## src/hw/rtl/expiring_queue_batch_dispatch_macros.svh

```systemverilog
// assertion macros shared by the expiring queue rtl
// depends on a clock named clock and a reset named reset in the using module
`ifndef EXPIRING_QUEUE_BATCH_DISPATCH_MACROS_SVH
`define EXPIRING_QUEUE_BATCH_DISPATCH_MACROS_SVH

// condition holds at every edge outside reset
`define EQBD_ASSERT_ALWAYS(label, cond, msg) \
   label: assert property (@(posedge clock) disable iff (reset) (cond)) else $error(msg);

// antecedent at one edge implies consequent at the next
`define EQBD_ASSERT_NEXT(label, ante, cons, msg) \
   label: assert property (@(posedge clock) disable iff (reset) (ante) |=> (cons)) \
      else $error(msg);

`endif

```

## src/hw/rtl/eqbd_pkg.sv

```systemverilog
// package for the expiring queue: sizes, word types, codes and controller links
// no dependencies
package eqbd_pkg;

   localparam int QUEUE_DEPTH = 64;
   localparam int MAX_SEATS   = 16;

   // derived widths
   localparam int PTR_W   = (QUEUE_DEPTH > 1) ? $clog2(QUEUE_DEPTH) : 1;
   localparam int CNT_W   = $clog2(QUEUE_DEPTH + 1);
   localparam int SEAT_W  = (MAX_SEATS > 1) ? $clog2(MAX_SEATS) : 1;
   localparam int SCNT_W  = $clog2(MAX_SEATS + 1);
   localparam int IDX_W   = (CNT_W > SCNT_W) ? CNT_W : SCNT_W;
   localparam int REQN_W  = 5;
   localparam int MIN_W   = (IDX_W > REQN_W) ? IDX_W : REQN_W;

   localparam logic [REQN_W-1:0] SEAT_LIMIT_RESET = 5'd8;

   typedef enum logic [1:0] {
      CMD_ARRIVE = 2'd0,
      CMD_START  = 2'd1,
      CMD_END    = 2'd2,
      CMD_TICK   = 2'd3
   } cmd_type;

   typedef enum logic [1:0] {
      KIND_LENGTH = 2'd0,
      KIND_SEAT   = 2'd1,
      KIND_DONE   = 2'd2
   } kind_type;

   typedef struct packed {
      logic [1:0]  cmd;
      logic [15:0] entry_id;
      logic [15:0] patience;
      logic [4:0]  requested;
   } req_word_type;

   typedef struct packed {
      logic [1:0]  kind;
      logic [15:0] out_id;
      logic [6:0]  count;
      logic        rejected;
      logic [31:0] dropped_total;
      logic        last;
   } rsp_word_type;

   typedef struct packed {
      logic [15:0] id;
      logic [15:0] patience;
   } wait_entry_type;

   typedef enum logic [3:0] {
      ST_IDLE,
      ST_DECODE,
      ST_ARRIVE,
      ST_START_RD,
      ST_START_WR,
      ST_END_RD,
      ST_END_EMIT,
      ST_END_DONE,
      ST_TICK_RD,
      ST_TICK_WR,
      ST_TICK_FIN
   } state_type;

   // controller to datapath
   typedef struct packed {
      logic capture;
      logic loop_init;
      logic arrive;
      logic start_rd;
      logic start_wr;
      logic start_fin;
      logic end_rd;
      logic end_emit;
      logic end_done;
      logic tick_rd;
      logic tick_wr;
      logic tick_fin;
   } ctl_cmd_type;

   // datapath to controller
   typedef struct packed {
      cmd_type cmd;
      logic    loop_done;
      logic    any_removed;
      logic    out_free;
   } dp_status_type;

   // circular pointer step
   function automatic logic [PTR_W-1:0] ptr_next(input logic [PTR_W-1:0] p);
      ptr_next = (p == PTR_W'(QUEUE_DEPTH - 1)) ? '0 : p + 1'b1;
   endfunction

endpackage

```

## src/hw/rtl/eqbd_ctrl.sv

```systemverilog
// controller state machine for the expiring queue
// depends on eqbd_pkg
module eqbd_ctrl (
   input  logic                   clock,
   input  logic                   reset,
   input  logic                   req_valid,
   output logic                   req_stall,
   input  eqbd_pkg::dp_status_type status,
   output eqbd_pkg::ctl_cmd_type   cmd
);

   eqbd_pkg::state_type state_ff, state_in;

   // state register
   always_ff @(posedge clock) begin
      if (reset) begin
         state_ff <= eqbd_pkg::ST_IDLE;
      end else begin
         state_ff <= state_in;
      end
   end

   // next state
   always_comb begin
      state_in = state_ff;
      case (state_ff)
         eqbd_pkg::ST_IDLE: begin
            if (req_valid) state_in = eqbd_pkg::ST_DECODE;
         end
         eqbd_pkg::ST_DECODE: begin
            case (status.cmd)
               eqbd_pkg::CMD_ARRIVE: state_in = eqbd_pkg::ST_ARRIVE;
               eqbd_pkg::CMD_START:  state_in = eqbd_pkg::ST_START_RD;
               eqbd_pkg::CMD_END:    state_in = eqbd_pkg::ST_END_RD;
               default:              state_in = eqbd_pkg::ST_TICK_RD;
            endcase
         end
         eqbd_pkg::ST_ARRIVE: begin
            if (status.out_free) state_in = eqbd_pkg::ST_IDLE;
         end
         eqbd_pkg::ST_START_RD: begin
            state_in = status.loop_done ? eqbd_pkg::ST_IDLE : eqbd_pkg::ST_START_WR;
         end
         eqbd_pkg::ST_START_WR: state_in = eqbd_pkg::ST_START_RD;
         eqbd_pkg::ST_END_RD: begin
            state_in = status.loop_done ? eqbd_pkg::ST_END_DONE : eqbd_pkg::ST_END_EMIT;
         end
         eqbd_pkg::ST_END_EMIT: begin
            if (status.out_free) state_in = eqbd_pkg::ST_END_RD;
         end
         eqbd_pkg::ST_END_DONE: begin
            if (status.out_free) state_in = eqbd_pkg::ST_IDLE;
         end
         eqbd_pkg::ST_TICK_RD: begin
            state_in = status.loop_done ? eqbd_pkg::ST_TICK_FIN : eqbd_pkg::ST_TICK_WR;
         end
         eqbd_pkg::ST_TICK_WR: state_in = eqbd_pkg::ST_TICK_RD;
         eqbd_pkg::ST_TICK_FIN: begin
            if (!status.any_removed || status.out_free) state_in = eqbd_pkg::ST_IDLE;
         end
         default: state_in = eqbd_pkg::ST_IDLE;
      endcase
   end

   // outputs
   always_comb begin
      cmd       = '0;
      req_stall = 1'b1;
      case (state_ff)
         eqbd_pkg::ST_IDLE: begin
            req_stall   = 1'b0;
            cmd.capture = req_valid;
         end
         eqbd_pkg::ST_DECODE:   cmd.loop_init = 1'b1;
         eqbd_pkg::ST_ARRIVE:   cmd.arrive    = status.out_free;
         eqbd_pkg::ST_START_RD: begin
            cmd.start_fin = status.loop_done;
            cmd.start_rd  = !status.loop_done;
         end
         eqbd_pkg::ST_START_WR: cmd.start_wr  = 1'b1;
         eqbd_pkg::ST_END_RD:   cmd.end_rd    = !status.loop_done;
         eqbd_pkg::ST_END_EMIT: cmd.end_emit  = status.out_free;
         eqbd_pkg::ST_END_DONE: cmd.end_done  = status.out_free;
         eqbd_pkg::ST_TICK_RD:  cmd.tick_rd   = !status.loop_done;
         eqbd_pkg::ST_TICK_WR:  cmd.tick_wr   = 1'b1;
         eqbd_pkg::ST_TICK_FIN: begin
            cmd.tick_fin = !status.any_removed || status.out_free;
         end
         default: cmd = '0;
      endcase
   end

endmodule

```

## src/hw/rtl/eqbd_datapath.sv

```systemverilog
// datapath for the expiring queue: waiting store, seat store, counters, result register
// depends on eqbd_pkg and the macros header
`include "expiring_queue_batch_dispatch_macros.svh"

module eqbd_datapath (
   input  logic                    clock,
   input  logic                    reset,
   input  eqbd_pkg::req_word_type  req_word,
   input  logic                    csr_write_en,
   input  logic [4:0]              csr_write_data,
   output logic                    rsp_valid,
   input  logic                    rsp_stall,
   output eqbd_pkg::rsp_word_type  rsp_word,
   input  eqbd_pkg::ctl_cmd_type   cmd,
   output eqbd_pkg::dp_status_type status
);

   localparam int PW = eqbd_pkg::PTR_W;
   localparam int CW = eqbd_pkg::CNT_W;
   localparam int SW = eqbd_pkg::SEAT_W;
   localparam int UW = eqbd_pkg::SCNT_W;
   localparam int XW = eqbd_pkg::IDX_W;
   localparam int MW = eqbd_pkg::MIN_W;

   // stores
   eqbd_pkg::wait_entry_type wait_mem [eqbd_pkg::QUEUE_DEPTH];
   logic [15:0]              seat_mem [eqbd_pkg::MAX_SEATS];

   eqbd_pkg::req_word_type   item_ff, item_in;
   logic [4:0]               limit_ff, limit_in;
   logic [PW-1:0]            head_ff, head_in, tail_ff, tail_in;
   logic [PW-1:0]            rd_ptr_ff, rd_ptr_in, wr_ptr_ff, wr_ptr_in;
   logic [CW-1:0]            count_ff, count_in, removed_ff, removed_in;
   logic [UW-1:0]            used_ff, used_in, n_ff, n_in;
   logic [XW-1:0]            idx_ff, idx_in;
   logic [31:0]              drop_ff, drop_in;
   eqbd_pkg::wait_entry_type wait_rd_ff;
   logic [15:0]              seat_rd_ff;
   eqbd_pkg::rsp_word_type   rsp_ff, rsp_in;
   logic                     rsp_valid_ff, rsp_valid_in;

   logic                     full;
   logic                     out_free;
   logic [4:0]               lim_a;
   logic [UW-1:0]            free_seats;
   logic [MW-1:0]            m1, m2;
   logic [XW-1:0]            loop_limit;
   logic [XW:0]              seat_wsum;
   logic [CW-1:0]            drop_amt;
   logic [32:0]              drop_sum;
   logic [31:0]              drop_sat;
   logic [CW-1:0]            keep_count;
   logic                     wait_we;
   logic [PW-1:0]            wait_waddr;
   eqbd_pkg::wait_entry_type wait_wdata;

   assign full       = (count_ff == CW'(eqbd_pkg::QUEUE_DEPTH));
   assign out_free   = !rsp_valid_ff || !rsp_stall;
   assign keep_count = count_ff - removed_ff;

   // seats taken by a start
   assign lim_a      = (item_ff.requested < limit_ff) ? item_ff.requested : limit_ff;
   assign free_seats = UW'(eqbd_pkg::MAX_SEATS) - used_ff;
   assign m1 = (MW'(lim_a) < MW'(free_seats)) ? MW'(lim_a) : MW'(free_seats);
   assign m2 = (m1 < MW'(count_ff)) ? m1 : MW'(count_ff);

   // loop bound per command
   always_comb begin
      case (eqbd_pkg::cmd_type'(item_ff.cmd))
         eqbd_pkg::CMD_START: loop_limit = XW'(n_ff);
         eqbd_pkg::CMD_END:   loop_limit = XW'(used_ff);
         default:             loop_limit = XW'(count_ff);
      endcase
   end

   assign seat_wsum = {1'b0, XW'(used_ff)} + {1'b0, idx_ff};

   // saturating drop counter
   assign drop_amt = cmd.tick_fin ? removed_ff : CW'(1);
   assign drop_sum = {1'b0, drop_ff} + 33'(drop_amt);
   assign drop_sat = drop_sum[32] ? 32'hFFFF_FFFF : drop_sum[31:0];

   assign status.cmd         = eqbd_pkg::cmd_type'(item_ff.cmd);
   assign status.loop_done   = (idx_ff == loop_limit);
   assign status.any_removed = (removed_ff != '0);
   assign status.out_free    = out_free;

   // waiting store write port
   always_comb begin
      wait_we    = 1'b0;
      wait_waddr = tail_ff;
      wait_wdata = '{id: item_ff.entry_id, patience: item_ff.patience};
      if (cmd.arrive && !full) begin
         wait_we = 1'b1;
      end else if (cmd.tick_wr && wait_rd_ff.patience > 16'd1) begin
         wait_we    = 1'b1;
         wait_waddr = wr_ptr_ff;
         wait_wdata = '{id: wait_rd_ff.id, patience: wait_rd_ff.patience - 16'd1};
      end
   end

   always_ff @(posedge clock) begin
      if (wait_we) wait_mem[wait_waddr] <= wait_wdata;
      if (cmd.start_rd || cmd.tick_rd) wait_rd_ff <= wait_mem[rd_ptr_ff];
   end

   // seat store
   always_ff @(posedge clock) begin
      if (cmd.start_wr) seat_mem[seat_wsum[SW-1:0]] <= wait_rd_ff.id;
      if (cmd.end_rd) seat_rd_ff <= seat_mem[idx_ff[SW-1:0]];
   end

   // control and counter next values
   always_comb begin
      item_in      = item_ff;
      limit_in     = limit_ff;
      head_in      = head_ff;
      tail_in      = tail_ff;
      rd_ptr_in    = rd_ptr_ff;
      wr_ptr_in    = wr_ptr_ff;
      count_in     = count_ff;
      removed_in   = removed_ff;
      used_in      = used_ff;
      n_in         = n_ff;
      idx_in       = idx_ff;
      drop_in      = drop_ff;
      rsp_in       = rsp_ff;
      rsp_valid_in = rsp_valid_ff && rsp_stall;

      if (csr_write_en) limit_in = csr_write_data;
      if (cmd.capture)  item_in  = req_word;

      if (cmd.loop_init) begin
         idx_in     = '0;
         rd_ptr_in  = head_ff;
         wr_ptr_in  = head_ff;
         removed_in = '0;
         n_in       = UW'(m2);
      end

      if (cmd.arrive) begin
         rsp_in       = '0;
         rsp_in.kind  = eqbd_pkg::KIND_LENGTH;
         rsp_in.last  = 1'b1;
         rsp_valid_in = 1'b1;
         if (full) begin
            drop_in              = drop_sat;
            rsp_in.count         = 7'(count_ff);
            rsp_in.rejected      = 1'b1;
            rsp_in.dropped_total = drop_sat;
         end else begin
            tail_in              = eqbd_pkg::ptr_next(tail_ff);
            count_in             = count_ff + 1'b1;
            rsp_in.count         = 7'(count_ff + 1'b1);
            rsp_in.dropped_total = drop_ff;
         end
      end

      // start: move head entries to seats
      if (cmd.start_rd) rd_ptr_in = eqbd_pkg::ptr_next(rd_ptr_ff);
      if (cmd.start_wr) idx_in    = idx_ff + 1'b1;
      if (cmd.start_fin) begin
         head_in  = rd_ptr_ff;
         count_in = count_ff - CW'(n_ff);
         used_in  = used_ff + n_ff;
      end

      // end: drain seats in order
      if (cmd.end_emit) begin
         idx_in               = idx_ff + 1'b1;
         rsp_in               = '0;
         rsp_in.kind          = eqbd_pkg::KIND_SEAT;
         rsp_in.out_id        = seat_rd_ff;
         rsp_in.dropped_total = drop_ff;
         rsp_valid_in         = 1'b1;
      end
      if (cmd.end_done) begin
         used_in              = '0;
         rsp_in               = '0;
         rsp_in.kind          = eqbd_pkg::KIND_DONE;
         rsp_in.count         = 7'(used_ff);
         rsp_in.dropped_total = drop_ff;
         rsp_in.last          = 1'b1;
         rsp_valid_in         = 1'b1;
      end

      // tick: age and compact
      if (cmd.tick_rd) begin
         rd_ptr_in = eqbd_pkg::ptr_next(rd_ptr_ff);
         idx_in    = idx_ff + 1'b1;
      end
      if (cmd.tick_wr) begin
         if (wait_rd_ff.patience > 16'd1) begin
            wr_ptr_in = eqbd_pkg::ptr_next(wr_ptr_ff);
         end else begin
            removed_in = removed_ff + 1'b1;
         end
      end
      if (cmd.tick_fin) begin
         tail_in  = wr_ptr_ff;
         count_in = keep_count;
         if (removed_ff != '0) begin
            drop_in              = drop_sat;
            rsp_in               = '0;
            rsp_in.kind          = eqbd_pkg::KIND_LENGTH;
            rsp_in.count         = 7'(keep_count);
            rsp_in.dropped_total = drop_sat;
            rsp_in.last          = 1'b1;
            rsp_valid_in         = 1'b1;
         end
      end
   end

   // control registers
   always_ff @(posedge clock) begin
      if (reset) begin
         limit_ff     <= eqbd_pkg::SEAT_LIMIT_RESET;
         head_ff      <= '0;
         tail_ff      <= '0;
         count_ff     <= '0;
         used_ff      <= '0;
         drop_ff      <= '0;
         rsp_valid_ff <= 1'b0;
      end else begin
         limit_ff     <= limit_in;
         head_ff      <= head_in;
         tail_ff      <= tail_in;
         count_ff     <= count_in;
         used_ff      <= used_in;
         drop_ff      <= drop_in;
         rsp_valid_ff <= rsp_valid_in;
      end
   end

   // working registers
   always_ff @(posedge clock) begin
      item_ff    <= item_in;
      rd_ptr_ff  <= rd_ptr_in;
      wr_ptr_ff  <= wr_ptr_in;
      removed_ff <= removed_in;
      n_ff       <= n_in;
      idx_ff     <= idx_in;
      rsp_ff     <= rsp_in;
   end

   assign rsp_valid = rsp_valid_ff;
   assign rsp_word  = rsp_ff;

   `EQBD_ASSERT_ALWAYS(a_count_bound, count_ff <= CW'(eqbd_pkg::QUEUE_DEPTH), "queue over depth")
   `EQBD_ASSERT_ALWAYS(a_seat_bound, used_ff <= UW'(eqbd_pkg::MAX_SEATS), "seats over limit")
   `EQBD_ASSERT_NEXT(a_drop_mono, 1'b1, drop_ff >= $past(drop_ff), "drop count went down")
   `EQBD_ASSERT_NEXT(a_tick_keep, cmd.tick_wr, removed_ff <= count_ff, "removed past length")

endmodule

```

## src/hw/rtl/expiring_queue_batch_dispatch.sv

```systemverilog
// top level of the expiring queue with batch seating
// depends on eqbd_pkg, eqbd_ctrl and eqbd_datapath
//
// Waiting queue of (id, patience) words with batched seating and patience
// expiry. One word is handled at a time: req_stall is low only while idle.
// The waiting store is a single-port circular memory stepped one entry at
// a time, a read state followed by a write state per entry; start and tick
// walk it this way, and end walks the seat store with a read state and an
// emit state per seat, also waiting on any output stall. The result
// register lets the next result be loaded in the cycle the current one is
// taken.
module expiring_queue_batch_dispatch (
   input  logic                   clock,
   input  logic                   reset,
   input  logic                   req_valid,
   output logic                   req_stall,
   input  eqbd_pkg::req_word_type req_word,
   output logic                   rsp_valid,
   input  logic                   rsp_stall,
   output eqbd_pkg::rsp_word_type rsp_word,
   input  logic                   csr_write_en,
   input  logic [4:0]             csr_write_data
);

   eqbd_pkg::ctl_cmd_type   cmd;
   eqbd_pkg::dp_status_type status;

   // sequencing
   eqbd_ctrl u_ctrl (
      .clock     (clock),
      .reset     (reset),
      .req_valid (req_valid),
      .req_stall (req_stall),
      .status    (status),
      .cmd       (cmd)
   );

   // stores and counters
   eqbd_datapath u_datapath (
      .clock          (clock),
      .reset          (reset),
      .req_word       (req_word),
      .csr_write_en   (csr_write_en),
      .csr_write_data (csr_write_data),
      .rsp_valid      (rsp_valid),
      .rsp_stall      (rsp_stall),
      .rsp_word       (rsp_word),
      .cmd            (cmd),
      .status         (status)
   );

endmodule

```

## config.mk

```make
export PLATFORM = sky130hd
export DESIGN_NAME = expiring_queue_batch_dispatch
export DESIGN_NICKNAME = d
export VERILOG_FILES = /design/src/hw/rtl/eqbd_pkg.sv /design/src/hw/rtl/eqbd_ctrl.sv /design/src/hw/rtl/eqbd_datapath.sv /design/src/hw/rtl/expiring_queue_batch_dispatch.sv
export VERILOG_INCLUDE_DIRS = /design/src /design/src/hw/rtl
export SDC_FILE = /design/constraint.sdc
export NUM_CORES = 2
export LEC_CHECK = 0
export BUFFER_PORTS_ARGS = -buffer_cell sky130_fd_sc_hd__buf_2
export CORE_AREA = 2 2 493 495
export DETAILED_ROUTE_END_ITERATION = 10
export DIE_AREA = 0 0 495 497
export HOLD_SLACK_MARGIN = 0.05
export PLACE_DENSITY = 0.66
export SETUP_SLACK_MARGIN = 0.05
export SLEW_MARGIN = 20
export SYNTH_ARGS = -nofsm -noshare
export SYNTH_HDL_FRONTEND = slang
export SYNTH_SLANG_ARGS = --single-unit
```

## constraint.sdc

```tcl
create_clock -name clock -period 5.2 [get_ports clock]
set_input_delay 0.26 -clock clock [delete_from_list [all_inputs] [get_ports clock]]
set_output_delay 0.26 -clock clock [all_outputs]
set_load 0.005 [all_outputs]
```

[Yosys cells after proc, flatten, opt, wreduce, memory -nomap -nowiden]
Memory sizes are Yosys's and may differ from the RTL's. A register that Yosys moved wholly into a read port is not among the register bits.
Cells that the tools add are included.
Storage, ports and cells
  output and inout port bits: 61
  input port bits: 49
  flip-flop bits (word level): 195
  bits in writable memories: 2304
  memories: 2
Memories
  u_datapath.wait_mem: depth 64, width 32, read ports 1, clocked after memory_dff 1, write ports 1, RTL line eqbd_datapath.sv:26  | eqbd_pkg::wait_entry_type wait_mem [eqbd_pkg::QUEUE_DEPTH];
  u_datapath.seat_mem: depth 16, width 16, read ports 1, clocked after memory_dff 1, write ports 1, RTL line eqbd_datapath.sv:27  | logic [15:0] seat_mem [eqbd_pkg::MAX_SEATS];
Cells by class
  add/sub/neg operators: 13
  $lt $le $gt $ge: 4
  muxes and demuxes: 76
  reduce and logical (&&, ||, !) cells: 22
  equality and inequality tests: 22
Operator list (count)
  $mux W59: 5
  $mux W32: 7
  $mux W6: 14
  $mux W7: 12
  $pmux W4 S10: 1
  $add A32 B7 Y33: 1
  $mux W1: 26
  $add A7 B1 Y7 const B: 3
  $add A6 B1 Y6 const B: 3
  $eq A6 B6 Y1 const B: 3
  $eq A4 B3 Y1 const B: 4
  $gt A16 B1 Y1 const B: 1
  $mux W4: 4
  $sub A16 B1 Y16 const B: 1
  $mux W5: 3
  $pmux W7 S2: 1
  $eq A4 B4 Y1 const B: 3
  $pmux W4 S3: 1
  $lt A5 B5 Y1: 2
  $eq A4 B2 Y1 const B: 2
  $ne A2 B1 Y1 const B: 4
  $eq A7 B7 Y1: 1
  $eq A7 B7 Y1 const B: 1
  $lt A5 B7 Y1: 1
  other kinds (23): 33

[Logic depth before layout (Yosys ltp)]
  word-level depth: 13
  gate-level depth with buffers: 19

[Cells and area by module]
Synthesis repeated with hierarchy kept, for this count alone.
Unflattened totals
  cells, all modules: 5020
  area total of the unflattened synthesis: 100954.3 um^2
By module, submodules not included
  eqbd_datapath: cells each 4949, times used 1, area an instance 100483.9 um^2
  eqbd_ctrl: cells each 71, times used 1, area an instance 470.5 um^2

[Worst setup path before layout]
OpenSTA, ideal clock, no wires.
  kind: register -> register
  from: register, netlist name u_datapath.wait_rd_ff[0]
  to: memory u_datapath.wait_mem[0][0] (netlist bit) (data pin)
  period minus slack after synthesis: 4.857 ns
  path slack: 0.343 ns
  cell stages (with the launch flop): 10
  buffers on the path: 3
  arrival: 4.155 ns
  cell sequence: edfxtp_1 > inv_1 > ha_1 > nor2_1 > nor4_1 > a31o_1 > buf_2 > clkbuf_1 > clkbuf_1 > o21ai_0
RTL lines (RTL line)
  end, declared: eqbd_datapath.sv:26

==> metrics.md <==
| Metric | Value |
|---|---|
| IO Pins | 110 |
| Int Pwr | around 42 mW |
| DR vias/cell | between 5 and 6 |
| Clock sink count | between 2000 and 3000 |
| Setup WS pre-CTS | 0.356 ns |
| Power density cells | around 500 nW/um2 |
| Hold Vio Cnt, Final | 0 |
| Outcome | finished clean |
| Mapped Nets | 4901 |
| Placed inst area | 107000 um2 |
| Clock Power Share | about 32% |
| Clock root buffer | clkbuf_16 |
| Leakage | roughly 36 nW |
| Hpwl dp | between 100 and 150 mm |
| First-pass GRT wire length | about 350 mm |
| Setup TNS | 0 ns |
| #FFs+latches synth | 2547 |
| Total Routed Length | 244 mm |
| Wire per inst | roughly 28 um |
| Total grt overflow | 0 |
| Die area | ~250000 um2 |
| Via count | between 50000 and 60000 |
| F_max | between 200 and 250 MHz |
| R2R Setup Slk | between 0.3 and 0.4 ns |
| # fillers | ~19000 |
| CTS max path bufs | 4 |
| Row Count | 180 |
| Flop pwr share | between 40% and 50% |
| Worst hold margin | ~0.097 ns |
| Critical Path AT | between 5 and 6 ns |
| Ys async rst share | 0% |
| Slew HR | about 28% |
| Net Sw Frac | roughly 28% |
| Die Y | between 400 and 500 um |
| Clk slew on worst S/H paths | around 0.060 ns |
| Worst EP required | between 5 and 6 ns |
| Hold path start | req_word[36] |
| Initial Util | 41.9% |
| Antenna viol nets, final | 0 |
| RR Endpoint | u_datapath.rsp_word[2] |
| Critical path peak fanout | 22 |
| Final Critical Period | a little under 5 ns |
| Latest clock arrival within the worst-skew pair | 0.93 ns |
| Switching power total | about 16 mW |
| Synth Instances | around 4800 |
| Tcrit/Tclk final | between 90% and 100% |
| Placed insts | ~8000 |
| Synth cell types | 80 |
| Vias in the first global route | a little over 50000 |
| Finished Layout Cells | 8601 |
| Worst r2r path cells | 16 |
| Fin area | between 100000 and 150000 um2 |
| Setup CP Type | reg -> reg |
| Hold Crit Depth | 2 |
| Fraction of layout cells with a size suffix above 1 | about 29% |
| Reg-to-reg startpoint | u_datapath.removed_ff[1] |
| Sequential cell area fraction in the yosys report | 74.7% |
| Largest net degree at the start of global routing | 106 |
| CP endpoint kind | flop |
| Max_cap viols | 0 |
| Syn avg cell area | between 20 and 25 um2 |
| H-tree Lvls | 5 |
| Syn-to-layout area delta | 15.8% |
| Mapped Area | 101000 um2 |
| Gr usage total | 19.5% |
| Final clock skew | between 0.06 and 0.07 ns |
| Startpoint Class | flop |
| Number of synthesis warnings | 0 |
| Worst VDD drop | 0.000476 V |
| IO buf count | about 110 |
| Min-Delay Endpoint | u_datapath.item_ff[36] |
| Core Area | approximately 240000 um2 |
| Worst slew pin tran | 1.08 ns |
| Nets@finish | about 5300 |
| Starting DRC count in detailed routing | about 6300 |
| Setup ws final | 0.305 ns |
| GPL Wtd Cong | roughly 0.86 |
| RSZ-0062 raised after global routing | no |
| Num CTS Buffers | 277 |
| DR pass1 iterations | 6 |
| Die extent in x | about 500 um |
| Worst hold path type | in -> reg |
| Antenna violations before repair | 9 |
| Main flop type after synthesis | edfxtp_1 |
| Slew Limit Fails | 0 |
| Setup-failing EPs final | 0 |
| CTS tree | done |
| Post-synth EDFFs | about 2400 |
| Comb pwr share | 25.0% |
| DRC Markers | 0 |
[kinds of logic (layout without fill, tap and decap cells)]
family	Yosys count	after routing	share of synthesized area, %
flip-flops	2547	2547	74.7
multiplexers	797	797	17.3
AND/OR/NAND/NOR	631	631	2.85
AO/OA/AOI/OAI	392	392	2.58
buffers and inverters	303	923	1.24
XOR/XNOR	68	68	0.592
adder cells (fa/ha/maj)	57	57	0.747
other	0	1	0
[critical path: stages (launching register included)]
cell and delay [ns]:
dfxtp_1 0.36, inv_1 0.14, ha_1 0.16, nor4b_1 0.35, and2_1 0.29, nor2_1 0.10
or2_2 0.50, nor2_1 0.23, fa_1 0.30, a211oi_1 0.13, o21ai_0 0.67, nor4bb_2 0.44
buf_4 0.34, nor2_1 0.13, a211oi_1 0.25, a21oi_1 0.07, a221oi_1 0.31
[cell usage in the layout (no fill, tap or decap), drive strengths merged, types with 49 or more instances in the layout]
master,n
nand3,49
mux4,752
clkbuf,339
clkinv,98
dlygate4sd3,77
a21oi,99
dfxtp,138
ha,52
o21ai,83
buf,335
edfxtp,2409
nand2,179
nor2,240
[per-layer routing]
layer | track usage, % | vias up | share of wire, %
met2 | 31.3 | 2297 | 49
met4 | 5.00 | 4 | 2.2
met3 | 3.33 | 405 | 8.0
met1 | 27.8 | 26800 | 41
met5 | 0 | - | 0.0099
li1 | - | 20900 | -
[final cells by class]
cell class | count | area (um2) | share of cell area (%)
antenna | 1 | 2.50 | 0.00215
clock buffer | 339 | 7350 | 6.32
clock inverter | 132 | 1130 | 0.973
inverter | 40 | 150 | 0.129
multi-input combinational | 1945 | 25000 | 21.5
sequential | 2547 | 75100 | 64.5
tap | 3185 | 3990 | 3.42
timing repair buffer | 412 | 3680 | 3.16
[worst max-delay path by stage]
stage | slack, ns | end | startpoint
after floorplan | 0.34 | u_datapath.wait_mem[0][0] | u_datapath.wait_rd_ff[0]
after global placement | 0.37 | u_datapath.n_ff[4] | u_datapath.limit_ff[4]
after detailed placement | 0.36 | u_datapath.n_ff[1] | u_datapath.item_ff[4]
after CTS | 0.29 | u_datapath.n_ff[2] | u_datapath.item_ff[4]
after global routing | 0.06 | u_datapath.drop_ff[29] | u_datapath.removed_ff[1]
final | 0.31 | u_datapath.rsp_word[2] | u_datapath.removed_ff[1]
[metrics by stage]
step / power (mW) / util [%]
5_1_grt: 60.1 / 48.5
6_report: 58.1 / 48.5
3_3_place_gp: 39.7 / 44.5
4_1_cts: 58.5 / 48.4
3_5_place_dp: 39.9 / 44.5
2_1_floorplan: 35.1 / -
[power by group through the flow]
| stage | clock network, mW | registers [mW] | logic (mW) |
|---|---|---|---|
| finish | 18.6 | 25.0 | 14.5 |
| global route | 19.7 | 25.0 | 15.4 |
| floorplan | 0 | 25.2 | 9.88 |
| global placement | 0 | 25.4 | 14.3 |
| detailed placement | 0 | 25.4 | 14.5 |
| CTS | 18.9 | 25.0 | 14.6 |
[flip-flops by register name, summed over array words and instances (netlist names)]
signal / count
u_datapath.rd_ptr_ff: 6
u_datapath.n_ff: 5
u_datapath.used_ff: 5
u_datapath.wait_rd_ff: 32
u_datapath.seat_rd_ff: 16
u_datapath.idx_ff: 7
u_datapath.limit_ff: 5
u_datapath.rsp_valid: 1
u_datapath.tail_ff: 6
u_datapath.drop_ff: 32
u_datapath.wait_mem: 2048
u_datapath.removed_ff: 7
u_datapath.seat_mem: 256
u_datapath.status: 2
u_datapath.head_ff: 6
u_datapath.rsp_word: 59
u_ctrl.state_ff: 4
u_datapath.wr_ptr_ff: 6
u_datapath.item_ff: 37
u_datapath.count_ff: 7
[cell usage after synthesis (33+ instances only)]
| library cell | number | area [um2] |
|---|---|---|
| edfxtp_1 | 2409 | 72300 |
| nand2_1 | 179 | 672 |
| o21ai_0 | 82 | 410 |
| nor3_1 | 38 | 190 |
| buf_1 | 34 | 128 |
| nor2_1 | 239 | 897 |
| ha_1 | 52 | 651 |
| mux2i_1 | 33 | 330 |
| dfxtp_1 | 138 | 2760 |
| xnor2_1 | 38 | 333 |
| clkbuf_1 | 171 | 642 |
| inv_1 | 39 | 146 |
| buf_2 | 43 | 215 |
| mux4_2 | 752 | 16900 |
| a22oi_1 | 34 | 255 |
| a21oi_1 | 99 | 495 |
| nand3_1 | 49 | 245 |
[timing repair]
item	in CTS	in global routing
hold buffers	77	0
setup endpoints to repair	0	4
resized for setup	0	1
buffers inserted	0	0
endpoints found under the hold margin	62	0
Power figures use the tool's default switching activity.
